`src/hw/rtl/pdau_pkg.sv`:
```
// Shared types and constants of the PID deadband anti-windup unit.
package pdau_pkg;

    localparam int unsigned CFG_IDX_W = 3;

    localparam logic [CFG_IDX_W-1:0] CFG_GAIN_P      = 3'd0;
    localparam logic [CFG_IDX_W-1:0] CFG_GAIN_I      = 3'd1;
    localparam logic [CFG_IDX_W-1:0] CFG_GAIN_D      = 3'd2;
    localparam logic [CFG_IDX_W-1:0] CFG_OUT_UPPER   = 3'd3;
    localparam logic [CFG_IDX_W-1:0] CFG_OUT_LOWER   = 3'd4;
    localparam logic [CFG_IDX_W-1:0] CFG_INTEG_LIMIT = 3'd5;
    localparam logic [CFG_IDX_W-1:0] CFG_DEAD_ZONE   = 3'd6;

    localparam logic [1:0] MUL_ERR_DT = 2'd0;
    localparam logic [1:0] MUL_P      = 2'd1;
    localparam logic [1:0] MUL_I      = 2'd2;
    localparam logic [1:0] MUL_D      = 2'd3;

    typedef struct packed {
        logic       load;
        logic       calc_err;
        logic       mul_en;
        logic [1:0] mul_sel;
        logic       integ_upd;
        logic       div_start;
        logic       div_step;
        logic       acc_first;
        logic       acc_add;
        logic       finish;
    } t_dp_cmd;

    typedef struct packed {
        logic special;
        logic div_last;
        logic out_free;
    } t_dp_stat;

endpackage

```
`src/hw/rtl/pid_deadband_antiwindup_unit.sv`:
```
// Top level of the PID deadband anti-windup unit.
// One control step in signed fixed point per input transfer, one result transfer each.
// A compute step runs from acceptance to the result register through the restoring
// divider for the derivative, which yields one quotient bit per cycle, and four passes
// through the one shared multiplier. A clear or a zero time step skips both. One step
// runs at a time; the next input is taken while the previous result waits in the
// output register. Configuration writes take effect at once and are to be made while
// idle; the block itself does not enforce this.
module pid_deadband_antiwindup_unit #(
    parameter int DATA_WIDTH = 32,
    parameter int FRAC_BITS  = 16
) (
    input  logic                           i_clk,
    input  logic                           i_rst_n,
    input  logic                           i_cfg_we,
    input  logic [pdau_pkg::CFG_IDX_W-1:0] i_cfg_idx,
    input  logic [DATA_WIDTH-1:0]          i_cfg_data,
    input  logic                           i_in_valid,
    output logic                           o_in_ready,
    input  logic                           i_cmd,
    input  logic signed [DATA_WIDTH-1:0]   i_setpoint,
    input  logic signed [DATA_WIDTH-1:0]   i_measured,
    input  logic [DATA_WIDTH-1:0]          i_step_time,
    output logic                           o_out_valid,
    input  logic                           i_out_ready,
    output logic signed [DATA_WIDTH-1:0]   o_drive
);
    import pdau_pkg::*;

    t_dp_cmd  ctl;
    t_dp_stat stat;

    pdau_ctrl u_ctrl (
        .i_clk      (i_clk),
        .i_rst_n    (i_rst_n),
        .i_in_valid (i_in_valid),
        .o_in_ready (o_in_ready),
        .i_stat     (stat),
        .o_cmd      (ctl)
    );

    pdau_dp #(
        .DATA_WIDTH (DATA_WIDTH),
        .FRAC_BITS  (FRAC_BITS)
    ) u_dp (
        .i_clk       (i_clk),
        .i_rst_n     (i_rst_n),
        .i_cfg_we    (i_cfg_we),
        .i_cfg_idx   (i_cfg_idx),
        .i_cfg_data  (i_cfg_data),
        .i_cmd       (i_cmd),
        .i_setpoint  (i_setpoint),
        .i_measured  (i_measured),
        .i_step_time (i_step_time),
        .o_out_valid (o_out_valid),
        .i_out_ready (i_out_ready),
        .o_drive     (o_drive),
        .i_ctl       (ctl),
        .o_stat      (stat)
    );

endmodule

```
`src/hw/rtl/pdau_ctrl.sv`:
```
// Sequencing state machine of the PID deadband anti-windup unit.
module pdau_ctrl (
    input  logic               i_clk,
    input  logic               i_rst_n,
    input  logic               i_in_valid,
    output logic               o_in_ready,
    input  pdau_pkg::t_dp_stat i_stat,
    output pdau_pkg::t_dp_cmd  o_cmd
);
    import pdau_pkg::*;

    localparam logic [3:0] S_IDLE = 4'd0;
    localparam logic [3:0] S_ERR  = 4'd1;
    localparam logic [3:0] S_MI   = 4'd2;
    localparam logic [3:0] S_INT  = 4'd3;
    localparam logic [3:0] S_DIV  = 4'd4;
    localparam logic [3:0] S_MP   = 4'd5;
    localparam logic [3:0] S_MIG  = 4'd6;
    localparam logic [3:0] S_MD   = 4'd7;
    localparam logic [3:0] S_SUM  = 4'd8;
    localparam logic [3:0] S_FIN  = 4'd9;

    logic [3:0] r_state;
    logic [3:0] n_state;

    assign o_in_ready = (r_state == S_IDLE);

    always_comb begin
        n_state = r_state;
        o_cmd   = '0;
        unique case (r_state)
            S_IDLE: begin
                if (i_in_valid) begin
                    o_cmd.load = 1'b1;
                    n_state    = S_ERR;
                end
            end
            S_ERR: begin
                o_cmd.calc_err = 1'b1;
                n_state = i_stat.special ? S_FIN : S_MI;
            end
            S_MI: begin
                o_cmd.mul_en  = 1'b1;
                o_cmd.mul_sel = MUL_ERR_DT;
                n_state = S_INT;
            end
            S_INT: begin
                o_cmd.integ_upd = 1'b1;
                o_cmd.div_start = 1'b1;
                n_state = S_DIV;
            end
            S_DIV: begin
                o_cmd.div_step = 1'b1;
                if (i_stat.div_last) begin
                    n_state = S_MP;
                end
            end
            S_MP: begin
                o_cmd.mul_en  = 1'b1;
                o_cmd.mul_sel = MUL_P;
                n_state = S_MIG;
            end
            S_MIG: begin
                o_cmd.acc_first = 1'b1;
                o_cmd.mul_en    = 1'b1;
                o_cmd.mul_sel   = MUL_I;
                n_state = S_MD;
            end
            S_MD: begin
                o_cmd.acc_add = 1'b1;
                o_cmd.mul_en  = 1'b1;
                o_cmd.mul_sel = MUL_D;
                n_state = S_SUM;
            end
            S_SUM: begin
                o_cmd.acc_add = 1'b1;
                n_state = S_FIN;
            end
            S_FIN: begin
                if (i_stat.out_free) begin
                    o_cmd.finish = 1'b1;
                    n_state = S_IDLE;
                end
            end
            default: begin
                n_state = S_IDLE;
            end
        endcase
    end

    always_ff @(posedge i_clk) begin
        if (!i_rst_n) begin
            r_state <= S_IDLE;
        end else begin
            r_state <= n_state;
        end
    end

`ifndef SYNTHESIS
    a_accept_busy: assert property (@(posedge i_clk) disable iff (!i_rst_n)
        (i_in_valid && o_in_ready) |=> (r_state == S_ERR))
        else $error("accepted transfer did not start a step");
    a_div_exit: assert property (@(posedge i_clk) disable iff (!i_rst_n)
        (r_state == S_DIV && i_stat.div_last) |=> (r_state == S_MP))
        else $error("divider did not hand over to the gain products");
    a_fin_only: assert property (@(posedge i_clk) disable iff (!i_rst_n)
        o_cmd.finish |-> (r_state == S_FIN && i_stat.out_free))
        else $error("result written without a free output register");
`endif

endmodule

```
`src/hw/rtl/pdau_dp.sv`:
```
// Datapath of the PID deadband anti-windup unit: registers, multiplier, divider.
module pdau_dp #(
    parameter int DATA_WIDTH = 32,
    parameter int FRAC_BITS  = 16
) (
    input  logic                               i_clk,
    input  logic                               i_rst_n,
    input  logic                               i_cfg_we,
    input  logic [pdau_pkg::CFG_IDX_W-1:0]     i_cfg_idx,
    input  logic [DATA_WIDTH-1:0]              i_cfg_data,
    input  logic                               i_cmd,
    input  logic signed [DATA_WIDTH-1:0]       i_setpoint,
    input  logic signed [DATA_WIDTH-1:0]       i_measured,
    input  logic [DATA_WIDTH-1:0]              i_step_time,
    output logic                               o_out_valid,
    input  logic                               i_out_ready,
    output logic signed [DATA_WIDTH-1:0]       o_drive,
    input  pdau_pkg::t_dp_cmd                  i_ctl,
    output pdau_pkg::t_dp_stat                 o_stat
);
    import pdau_pkg::*;

    localparam int DW = DATA_WIDTH;
    localparam int MW = DW + 1;
    localparam int PW = 2 * MW;
    localparam int AW = DW + 2;
    localparam int QW = DW + 1 + FRAC_BITS;
    localparam int CW = $clog2(QW);
    localparam logic [CW-1:0] CNT_LAST = CW'(QW - 1);

    logic signed [DW-1:0] r_gain_p, r_gain_i, r_gain_d, r_out_upper, r_out_lower;
    logic [DW-2:0]        r_integ_limit, r_dead_zone;

    logic                 r_clr;
    logic signed [DW-1:0] r_sp, r_meas;
    logic [DW-1:0]        r_dt;

    logic signed [DW-1:0] r_err, r_prev_err, r_integ, r_prev_drive, r_deriv;
    logic signed [PW-1:0] r_prod;
    logic signed [AW-1:0] r_acc;
    logic [DW-1:0]        r_rem;
    logic [QW-1:0]        r_quo;
    logic                 r_dneg;
    logic [CW-1:0]        r_cnt;
    logic                 r_out_valid;
    logic signed [DW-1:0] r_drive;

    function automatic logic signed [DW-1:0] sat_pw(input logic signed [PW-1:0] v);
        logic signed [DW-1:0] res;
        if (&v[PW-1:DW-1] || ~|v[PW-1:DW-1]) begin
            res = v[DW-1:0];
        end else begin
            res = v[PW-1] ? {1'b1, {(DW-1){1'b0}}} : {1'b0, {(DW-1){1'b1}}};
        end
        return res;
    endfunction

    function automatic logic signed [DW-1:0] sat_aw(input logic signed [AW-1:0] v);
        logic signed [DW-1:0] res;
        if (&v[AW-1:DW-1] || ~|v[AW-1:DW-1]) begin
            res = v[DW-1:0];
        end else begin
            res = v[AW-1] ? {1'b1, {(DW-1){1'b0}}} : {1'b0, {(DW-1){1'b1}}};
        end
        return res;
    endfunction

    // Error with saturation and dead zone.
    logic signed [DW:0]   err_diff;
    logic signed [AW-1:0] err_wide;
    logic signed [DW-1:0] err_sat;
    logic [DW-1:0]        err_mag;
    logic signed [DW-1:0] err_dz;

    assign err_diff = DW'(0) + ({r_sp[DW-1], r_sp} - {r_meas[DW-1], r_meas});
    assign err_wide = {err_diff[DW], err_diff};
    assign err_sat  = sat_aw(err_wide);
    assign err_mag  = err_sat[DW-1] ? DW'(-err_sat) : DW'(err_sat);
    assign err_dz   = (err_mag < {1'b0, r_dead_zone}) ? '0 : err_sat;

    // Shared multiplier operands and scaled product.
    logic signed [MW-1:0] mul_a, mul_b;
    logic signed [PW-1:0] prod_sh;
    logic signed [DW-1:0] term;

    always_comb begin
        unique case (i_ctl.mul_sel)
            MUL_ERR_DT: begin
                mul_a = {r_err[DW-1], r_err};
                mul_b = {1'b0, r_dt};
            end
            MUL_P: begin
                mul_a = {r_gain_p[DW-1], r_gain_p};
                mul_b = {r_err[DW-1], r_err};
            end
            MUL_I: begin
                mul_a = {r_gain_i[DW-1], r_gain_i};
                mul_b = {r_integ[DW-1], r_integ};
            end
            default: begin
                mul_a = {r_gain_d[DW-1], r_gain_d};
                mul_b = {r_deriv[DW-1], r_deriv};
            end
        endcase
    end

    assign prod_sh = r_prod >>> FRAC_BITS;
    assign term    = sat_pw(prod_sh);

    // Integral update with clamp.
    logic signed [DW:0] integ_sum, integ_lim;
    logic signed [DW-1:0] integ_next;

    assign integ_sum = {r_integ[DW-1], r_integ} + {term[DW-1], term};
    assign integ_lim = {2'b00, r_integ_limit};

    always_comb begin
        if (integ_sum > integ_lim) begin
            integ_next = integ_lim[DW-1:0];
        end else if (integ_sum < -integ_lim) begin
            integ_next = DW'(-integ_lim);
        end else begin
            integ_next = integ_sum[DW-1:0];
        end
    end

    // Derivative divider: restoring, one quotient bit per cycle.
    logic signed [DW:0] d_diff;
    logic [DW:0]        d_mag;
    logic [DW:0]        div_trial;
    logic               div_ge;
    logic [QW-1:0]      d_lim;
    logic [DW-1:0]      d_val;

    assign d_diff    = {r_err[DW-1], r_err} - {r_prev_err[DW-1], r_prev_err};
    assign d_mag     = d_diff[DW] ? (DW + 1)'(-d_diff) : (DW + 1)'(d_diff);
    assign div_trial = {r_rem, r_quo[QW-1]};
    assign div_ge    = (div_trial >= {1'b0, r_dt});
    assign d_lim     = r_dneg ? (QW'(1) << (DW - 1)) : ((QW'(1) << (DW - 1)) - QW'(1));
    assign d_val     = (r_quo > d_lim) ? d_lim[DW-1:0] : r_quo[DW-1:0];

    // Drive sum, saturation and output limits.
    logic signed [DW-1:0] drv_sat, drv_hi, drv_clamp, fin_drive;

    assign drv_sat   = sat_aw(r_acc);
    assign drv_hi    = (drv_sat > r_out_upper) ? r_out_upper : drv_sat;
    assign drv_clamp = (drv_hi < r_out_lower) ? r_out_lower : drv_hi;
    assign fin_drive = r_clr ? '0 : ((r_dt == '0) ? r_prev_drive : drv_clamp);

    assign o_stat.special  = r_clr || (r_dt == '0);
    assign o_stat.div_last = (r_cnt == CNT_LAST);
    assign o_stat.out_free = !r_out_valid || i_out_ready;
    assign o_out_valid     = r_out_valid;
    assign o_drive         = r_drive;

    always_ff @(posedge i_clk) begin
        if (!i_rst_n) begin
            r_gain_p      <= '0;
            r_gain_i      <= '0;
            r_gain_d      <= '0;
            r_out_upper   <= {1'b0, {(DW-1){1'b1}}};
            r_out_lower   <= {1'b1, {(DW-1){1'b0}}};
            r_integ_limit <= '1;
            r_dead_zone   <= '0;
        end else if (i_cfg_we) begin
            unique case (i_cfg_idx)
                CFG_GAIN_P:      r_gain_p      <= i_cfg_data;
                CFG_GAIN_I:      r_gain_i      <= i_cfg_data;
                CFG_GAIN_D:      r_gain_d      <= i_cfg_data;
                CFG_OUT_UPPER:   r_out_upper   <= i_cfg_data;
                CFG_OUT_LOWER:   r_out_lower   <= i_cfg_data;
                CFG_INTEG_LIMIT: r_integ_limit <= i_cfg_data[DW-2:0];
                CFG_DEAD_ZONE:   r_dead_zone   <= i_cfg_data[DW-2:0];
                default: begin
                end
            endcase
        end
    end

    always_ff @(posedge i_clk) begin
        if (i_ctl.load) begin
            r_clr  <= i_cmd;
            r_sp   <= i_setpoint;
            r_meas <= i_measured;
            r_dt   <= i_step_time;
        end
        if (i_ctl.calc_err) begin
            r_err <= err_dz;
        end
        if (i_ctl.mul_en) begin
            r_prod <= mul_a * mul_b;
        end
        if (i_ctl.mul_en && i_ctl.mul_sel == MUL_P) begin
            r_deriv <= r_dneg ? DW'(-d_val) : d_val;
        end
        if (i_ctl.div_start) begin
            r_rem  <= '0;
            r_quo  <= {d_mag, {FRAC_BITS{1'b0}}};
            r_dneg <= d_diff[DW];
            r_cnt  <= '0;
        end else if (i_ctl.div_step) begin
            r_rem  <= div_ge ? DW'(div_trial - {1'b0, r_dt}) : div_trial[DW-1:0];
            r_quo  <= {r_quo[QW-2:0], div_ge};
            r_cnt  <= r_cnt + CW'(1);
        end
        if (i_ctl.acc_first) begin
            r_acc <= AW'(term);
        end else if (i_ctl.acc_add) begin
            r_acc <= r_acc + AW'(term);
        end
        if (i_ctl.finish) begin
            r_drive <= fin_drive;
        end
    end

    always_ff @(posedge i_clk) begin
        if (!i_rst_n) begin
            r_integ      <= '0;
            r_prev_err   <= '0;
            r_prev_drive <= '0;
            r_out_valid  <= 1'b0;
        end else begin
            if (i_ctl.integ_upd) begin
                r_integ <= integ_next;
            end
            if (i_ctl.finish) begin
                if (r_clr) begin
                    r_integ      <= '0;
                    r_prev_err   <= '0;
                    r_prev_drive <= '0;
                end else if (r_dt != '0) begin
                    r_prev_err   <= r_err;
                    r_prev_drive <= drv_clamp;
                end
                r_out_valid <= 1'b1;
            end else if (i_out_ready) begin
                r_out_valid <= 1'b0;
            end
        end
    end

`ifndef SYNTHESIS
    a_out_from_finish: assert property (@(posedge i_clk) disable iff (!i_rst_n)
        $rose(r_out_valid) |-> $past(i_ctl.finish))
        else $error("result appeared without a finished step");
    a_clear_zero: assert property (@(posedge i_clk) disable iff (!i_rst_n)
        (i_ctl.finish && r_clr) |=> (r_integ == '0 && r_prev_drive == '0 && r_drive == '0))
        else $error("clear did not zero the controller state");
    a_out_hold: assert property (@(posedge i_clk) disable iff (!i_rst_n)
        (r_out_valid && !i_out_ready) |=> (r_out_valid && $stable(r_drive)))
        else $error("waiting result changed before its transfer");
`endif

endmodule
```
`config.mk`:
```
export PLATFORM = sky130hd
export DESIGN_NAME = pid_deadband_antiwindup_unit
export DESIGN_NICKNAME = d
export VERILOG_FILES = /design/src/hw/rtl/pdau_pkg.sv /design/src/hw/rtl/pid_deadband_antiwindup_unit.sv /design/src/hw/rtl/pdau_ctrl.sv /design/src/hw/rtl/pdau_dp.sv
export SDC_FILE = /design/constraint.sdc
export NUM_CORES = 2
export LEC_CHECK = 0
export BUFFER_PORTS_ARGS = -buffer_cell sky130_fd_sc_hd__buf_2
export CORE_MARGIN = 1.5
export CORE_UTILIZATION = 41
export DETAILED_ROUTE_END_ITERATION = 8
export GPL_TIMING_DRIVEN = 0
export PLACE_DENSITY = 0.56
export SETUP_SLACK_MARGIN = 0.05
export SYNTH_ARGS = -nofsm -noshare
export SYNTH_HDL_FRONTEND = slang
export SYNTH_SLANG_ARGS = --single-unit
```
`constraint.sdc`:
```
create_clock -name i_clk -period 10.15 [get_ports i_clk]
set_clock_uncertainty 0.2 [all_clocks]
set_input_delay 1.015 -clock i_clk [delete_from_list [all_inputs] [get_ports i_clk]]
set_output_delay 1.015 -clock i_clk [all_outputs]
set_load 0.005 [all_outputs]
```
Word-level counts from Yosys, hierarchy flattened
Cells that the tools add are included.
W data, S select, Z words.

word-level totals
  register bits after elaboration = 704
  word-level logic and storage cells = 147

cells by class
  equal/unequal tests = 21
  multipliers = 1
  $add $sub $neg = 10
  multiplexer cells = 47
  reductions and logical operators = 35
  $lt $le $gt $ge = 7

operators with widths
  cell                 number
  $mux W32             23
  $pmux W33 S3         2
  $mux W49             2
  $mux W34             2
  $mul A33 B33 Y66     1
  $sub A32 B32 Y33     2
  $neg A32 Y32         2
  $gt A49 B49 Y1       1
  $pmux W4 S10         1
  $add A34 B32 Y34     1
  $add A32 B32 Y33     1
  $ge A33 B32 Y1       1
  $gt A33 B32 Y1       1
  $lt A33 B33 Y1       1
  $mux W33             1
  $neg A31 Y33         1
  $neg A33 Y33         1
  $gt A32 B32 Y1       1
  $logic_not A32 Y1    1
  $lt A32 B31 Y1       1
  $lt A32 B32 Y1       1
  $reduce_bool A32 Y1  1
  $sub A32 B32 Y32     1
  $reduce_and A19 Y1   1
  28 further kinds     70

Longest topological paths before layout
  depth after elaboration = 11
  gate-level depth with buffers = 41

By module
Synthesis repeated with hierarchy kept, for this count alone.

second synthesis, totals
  cells, all modules = 9148
  area, all modules = 81239.2 um^2

modules (own cells, without submodules)
  module     area an instance (um^2)  instances  cells each
  pdau_dp    80907.6                  1          9104
  pdau_ctrl  331.6                    1          44

Worst setup path before layout
No wires, ideal clock.

  kind = register to register
  start point = register u_ctrl.r_state[0]
  end point = register u_dp.r_prod[62], data pin
  arrival time = 10020 ps
  path buffers = 5
  cell stages (with the launch flop) = 39
  data required time = 9681 ps
  period minus slack after synthesis = 10489 ps
  library setup time = 269 ps
  path slack = -339 ps
  path through = dfxtp_1 clkbuf_1 buf_2 inv_1 nor2_1 nand2_1 clkbuf_1 buf_1 inv_1 a22oi_1 o211ai_1 o21ai_1 clkbuf_1 nor2_1 fa_1 fa_1 fa_1 inv_1 [3 not listed] fa_1 fa_1 inv_1 fa_1 inv_1 ha_1 a21o_1 o21bai_1 a31o_2 a2111oi_0 o31ai_1 a311o_1 a21oi_1 a21boi_1 a41o_1 nor2_1 o31ai_1 xor2_1

on the way
  longest elaborated chain between the ends = 5
  elaborated cells between the ends (all ways) = 11
  those cells by class = mul (1); eq/ne (6); mux (3); reduce/logical (1)

ends and longest elaborated chain
  element                                       RTL line         text
  start: declaration                            pdau_ctrl.sv:23  logic [3:0] r_state;
  start signal: assignment                      pdau_ctrl.sv:95  r_state <= n_state;
  $eq A4 B3 Y1 or $eq A4 B2 Y1 (tied branches)  pdau_ctrl.sv:31  unique case (r_state)
  $pmux W3 S4 (*)                               pdau_ctrl.sv:31
  $eq A2 B2 Y1, or another cell as far along    pdau_dp.sv:87    unique case (i_ctl.mul_sel)
  $pmux W33 S3                                  pdau_dp.sv:87
  $mul A33 B33 Y66 (*)                          pdau_dp.sv:191   r_prod <= mul_a * mul_b;
  end signal: assignment                        pdau_dp.sv:191
  end: declaration                              pdau_dp.sv:39    logic signed [PW-1:0] r_prod;

Every way passes the cells marked *; elsewhere a longest branch is shown, timed or not.
A chain may end at the register's enable or synchronous reset.

Worst setup path in the final report
  start point = register u_ctrl.r_state[2]
  end point = register u_dp.r_prod[62], data pin

Same word-level chain as after synthesis.

==> flow_summary.json <==
{
  "yosys_warnings": 0,
  "grt_max_degree": 70,
  "dp_hpwl_um": 271000,
  "first_pass_iters": 6,
  "syn_area_per_cell_um2": 8.67,
  "grt_pass1_wl_um": 483000,
  "hold_path_end": "u_dp.r_meas[2]$_DFFE_PP_",
  "rows": 163,
  "synthArstFlopShare": 0,
  "finalWirelength_um": 333000,
  "period_minus_slack_ps": 10210,
  "cp-start-kind": "flop",
  "ys_seq_area_frac": 0.208,
  "nets": 11600,
  "path_max_fanout": 6,
  "drc": 0,
  "rsz0062_at_grt": "true",
  "setup_viol": 3,
  "worst-setup-path-type": "flop to flop",
  "synthFlopType": "dfxtp_1",
  "reg2reg_depth": 36,
  "grt_remaining_overflow": 0,
  "clock_latency_ps": 740,
  "synth_cell_types": 93,
  "hold_start": "i_measured[2]",
  "cts_hold_buf": 0,
  "cp.required_ps": 10420,
  "start_util": 0.412,
  "routedWlPerCell_um": 26.6,
  "drt-initial-drc-count": 6821,
  "drive_gt1_frac": 0.109,
  "hold_depth": 1,
  "slew_viol_final": 0,
  "core_um2": 197000,
  "ioPinCount": 171,
  "synth-edff-count": 311,
  "clkSlewWorstSetupHoldPaths_ps": 60,
  "relSlewSlack": 0.0706,
  "critPathCaptureType": "flop",
  "utilization": 0.471,
  "critPathSlowestCell": "a222oi_1",
  "fin_tns_setup_ps": -111,
  "dieArea_um2": 201000,
  "routed_via_density": 5.65,
  "grt_usage": 0.332,
  "grt_antenna_before_repair": 31,
  "cpPeakStageDelay_ps": 1080,
  "syn_to_final_growth_pct": 14.3,
  "die_x_um": 448,
  "cts_tree": "done",
  "status": "finished with violations",
  "cts_buffer_depth": 3,
  "clock-sinks": 688,
  "reg2reg_slack_ps": -60,
  "cts_made_buffers": 85,
  "gp_congestion": 1.04,
  "r2r-start": "u_ctrl.r_state[2]$_SDFFE_PN0P_",
  "fin_crit_sh": 1.01,
  "violations": "negative setup slack",
  "synth_cells": 9378,
  "hold_class": "input pin to flop",
  "synth_area_um2": 81300,
  "cap_viol_max_count": 0,
  "worst_slack_ps": -59.7,
  "ant_nets": 0,
  "finalHoldViolCount": 0,
  "cp.arrival_ps": 10480,
  "h-tree-depth": 3,
  "port_buffers": 169,
  "ys_ff_latch": 688,
  "cts_root_buf": "clkbuf_16",
  "grt_pass1_vias": 70200,
  "r2r-end": "u_dp.r_prod[62]$_DFFE_PP_",
  "tightest_slew_ps": 1380,
  "die_y_um": 448,
  "via_count": 70700,
  "fmax_mhz": 97.9,
  "syn_nets": 11200
}
[cell usage after synthesis, types with 33 or more instances]
| master | count | area (um^2) |
|---|---|---|
| a211oi_1 | 80 | 601 |
| a21boi_0 | 173 | 1300 |
| a21o_1 | 203 | 1520 |
| a21oi_1 | 361 | 1810 |
| a22oi_1 | 36 | 270 |
| a31oi_1 | 44 | 275 |
| and2_1 | 55 | 344 |
| buf_1 | 33 | 124 |
| clkbuf_1 | 425 | 1600 |
| dfxtp_1 | 377 | 7550 |
| edfxtp_1 | 311 | 9340 |
| fa_1 | 1126 | 22500 |
| ha_1 | 569 | 7120 |
| inv_1 | 1385 | 5200 |
| mux2_2 | 36 | 405 |
| mux2i_1 | 43 | 430 |
| nand2_1 | 1224 | 4590 |
| nand2b_1 | 67 | 419 |
| nand3_1 | 93 | 465 |
| nand4_1 | 76 | 475 |
| nor2_1 | 1160 | 4350 |
| nor2b_1 | 93 | 582 |
| nor3_1 | 98 | 490 |
| nor4_1 | 77 | 482 |
| o211ai_1 | 104 | 781 |
| o21a_1 | 61 | 458 |
| o21ai_0 | 325 | 1630 |
| o31ai_1 | 36 | 270 |
| or2_2 | 33 | 206 |
| or4_1 | 51 | 383 |
| xnor2_1 | 167 | 1460 |
| xor2_1 | 86 | 753 |
[registers in the layout, indices dropped and copies added, names as in the netlist, 4 cells and up]
register            flops
u_dp.r_dt              32
u_dp.r_cnt              6
u_dp.r_rem             32
u_dp.r_deriv           32
u_dp.r_integ_limit     31
u_dp.r_err             32
u_dp.r_sp              32
u_dp.r_prod            50
u_dp.r_acc             34
u_dp.r_prev_drive      32
u_dp.r_out_upper       32
u_dp.r_integ           32
u_dp.r_gain_i          32
u_ctrl.r_state          4
u_dp.r_prev_err        32
u_dp.r_gain_d          32
u_dp.r_dead_zone       31
u_dp.r_gain_p          32
u_dp.r_out_lower       32
u_dp.o_drive           32
u_dp.r_meas            32
u_dp.r_quo             49
[how the worst max path moves through the flow]
stage / startpoint / to / cells past startpoint
after floorplan: u_ctrl.r_state[0]$_SDFFE_PN0P_ / u_dp.r_prod[62]$_DFFE_PP_ / 38
after global placement: u_ctrl.r_state[2]$_SDFFE_PN0P_ / u_dp.r_prod[65]$_DFFE_PP_ / 31
after detailed placement: u_ctrl.r_state[0]$_SDFFE_PN0P_ / u_dp.r_prod[65]$_DFFE_PP_ / 37
after CTS: u_ctrl.r_state[0]$_SDFFE_PN0P_ / u_dp.r_prod[62]$_DFFE_PP_ / 37
after global routing: u_ctrl.r_state[2]$_SDFFE_PN0P_ / u_dp.r_prod[62]$_DFFE_PP_ / 38
final: u_ctrl.r_state[2]$_SDFFE_PN0P_ / u_dp.r_prod[62]$_DFFE_PP_ / 36
[stage by stage]
stage,hold WS [ps],area [um^2],cells,setup slack [ps]
2_1_floorplan,226,81300,9378,50.6
3_3_place_gp,233,85400,12200,-6020
3_5_place_dp,245,86500,12300,-4300
4_1_cts,199,92100,12500,50.1
5_1_grt,221,92900,12500,-188
6_report,253,92900,12500,-59.7
[critical path: cells and delay by family (launching register included)]
| kind | cells | cell delay [ps] |
|---|---|---|
| buffers and inverters | 12 | 1510 |
| AOI/OAI and AO/OA | 7 | 2430 |
| DFF | 1 | 320 |
| and+or+nand+nor | 7 | 1000 |
| xor gates and xnor gates | 1 | 100 |
| adders and majority gates | 9 | 4340 |
[layout by cell type (no fill, tap or decap), types with 39 or more instances in the layout]
cell,synthesis,layout
xnor2_1,167,161
a211oi_1,80,75
buf_4,0,183
dfxtp_1,377,373
nand4_1,76,76
nor2b_1,93,90
o211ai_1,104,104
clkbuf_1,425,239
fa_1,1126,1095
ha_1,569,556
clkbuf_16,0,95
nand3_1,93,92
o21a_1,61,60
edfxtp_1,311,311
clkbuf_8,0,43
nor3_1,98,92
a21o_1,203,203
o21ai_0,325,318
clkbuf_4,0,50
nand2b_1,67,65
nor2_1,1160,1133
buf_2,11,187
a21boi_0,173,170
nand2_1,1224,1216
clkbuf_2,0,44
a21oi_1,361,342
and2_1,55,54
xor2_1,86,85
mux2i_1,43,43
a31oi_1,44,39
inv_1,1385,1368
or4_4,1,40
[what timing repair did]
action                                  4_1_cts  5_1_grt
setup buffers                                85       49
cloned                                        1        0
pin swaps                                    75       84
gates resized for setup                     577      168
endpoints found under the hold margin         0        0
endpoints found under the setup margin       79       74
[cell families after synthesis]
group / after synthesis / share of synthesized area
simple gates: 3145 / 0.169
fa+ha+maj: 1695 / 0.365
compound gates: 1661 / 0.135
xor+xnor: 253 / 0.0273
buf+inv: 1857 / 0.0859
mux: 79 / 0.0103
flops: 688 / 0.208
[layout make-up]
| type | count | area [um^2] |
|---|---|---|
| antenna | 6 | 15.0 |
| buffer | 423 | 2580 |
| clock buffer | 117 | 2480 |
| clock inverter | 40 | 505 |
| fill | 19200 | 104000 |
| inverter | 1388 | 5240 |
| multi-input combinational | 6833 | 59200 |
| sequential | 688 | 16900 |
| tap | 2640 | 3300 |
| timing repair buffer | 377 | 2750 |
| timing repair inverter | 1 | 5.00 |
[metal layers]
metal  wire length [um]  GRT usage
met2             144000      0.507
met4              21400      0.174
met3              31300     0.0761
met1             136000      0.438
met5                 68          0
Power is left out: the tool's default activity adds up to more than one toggle a clock period on the data nets, which glitch-free logic cannot reach.
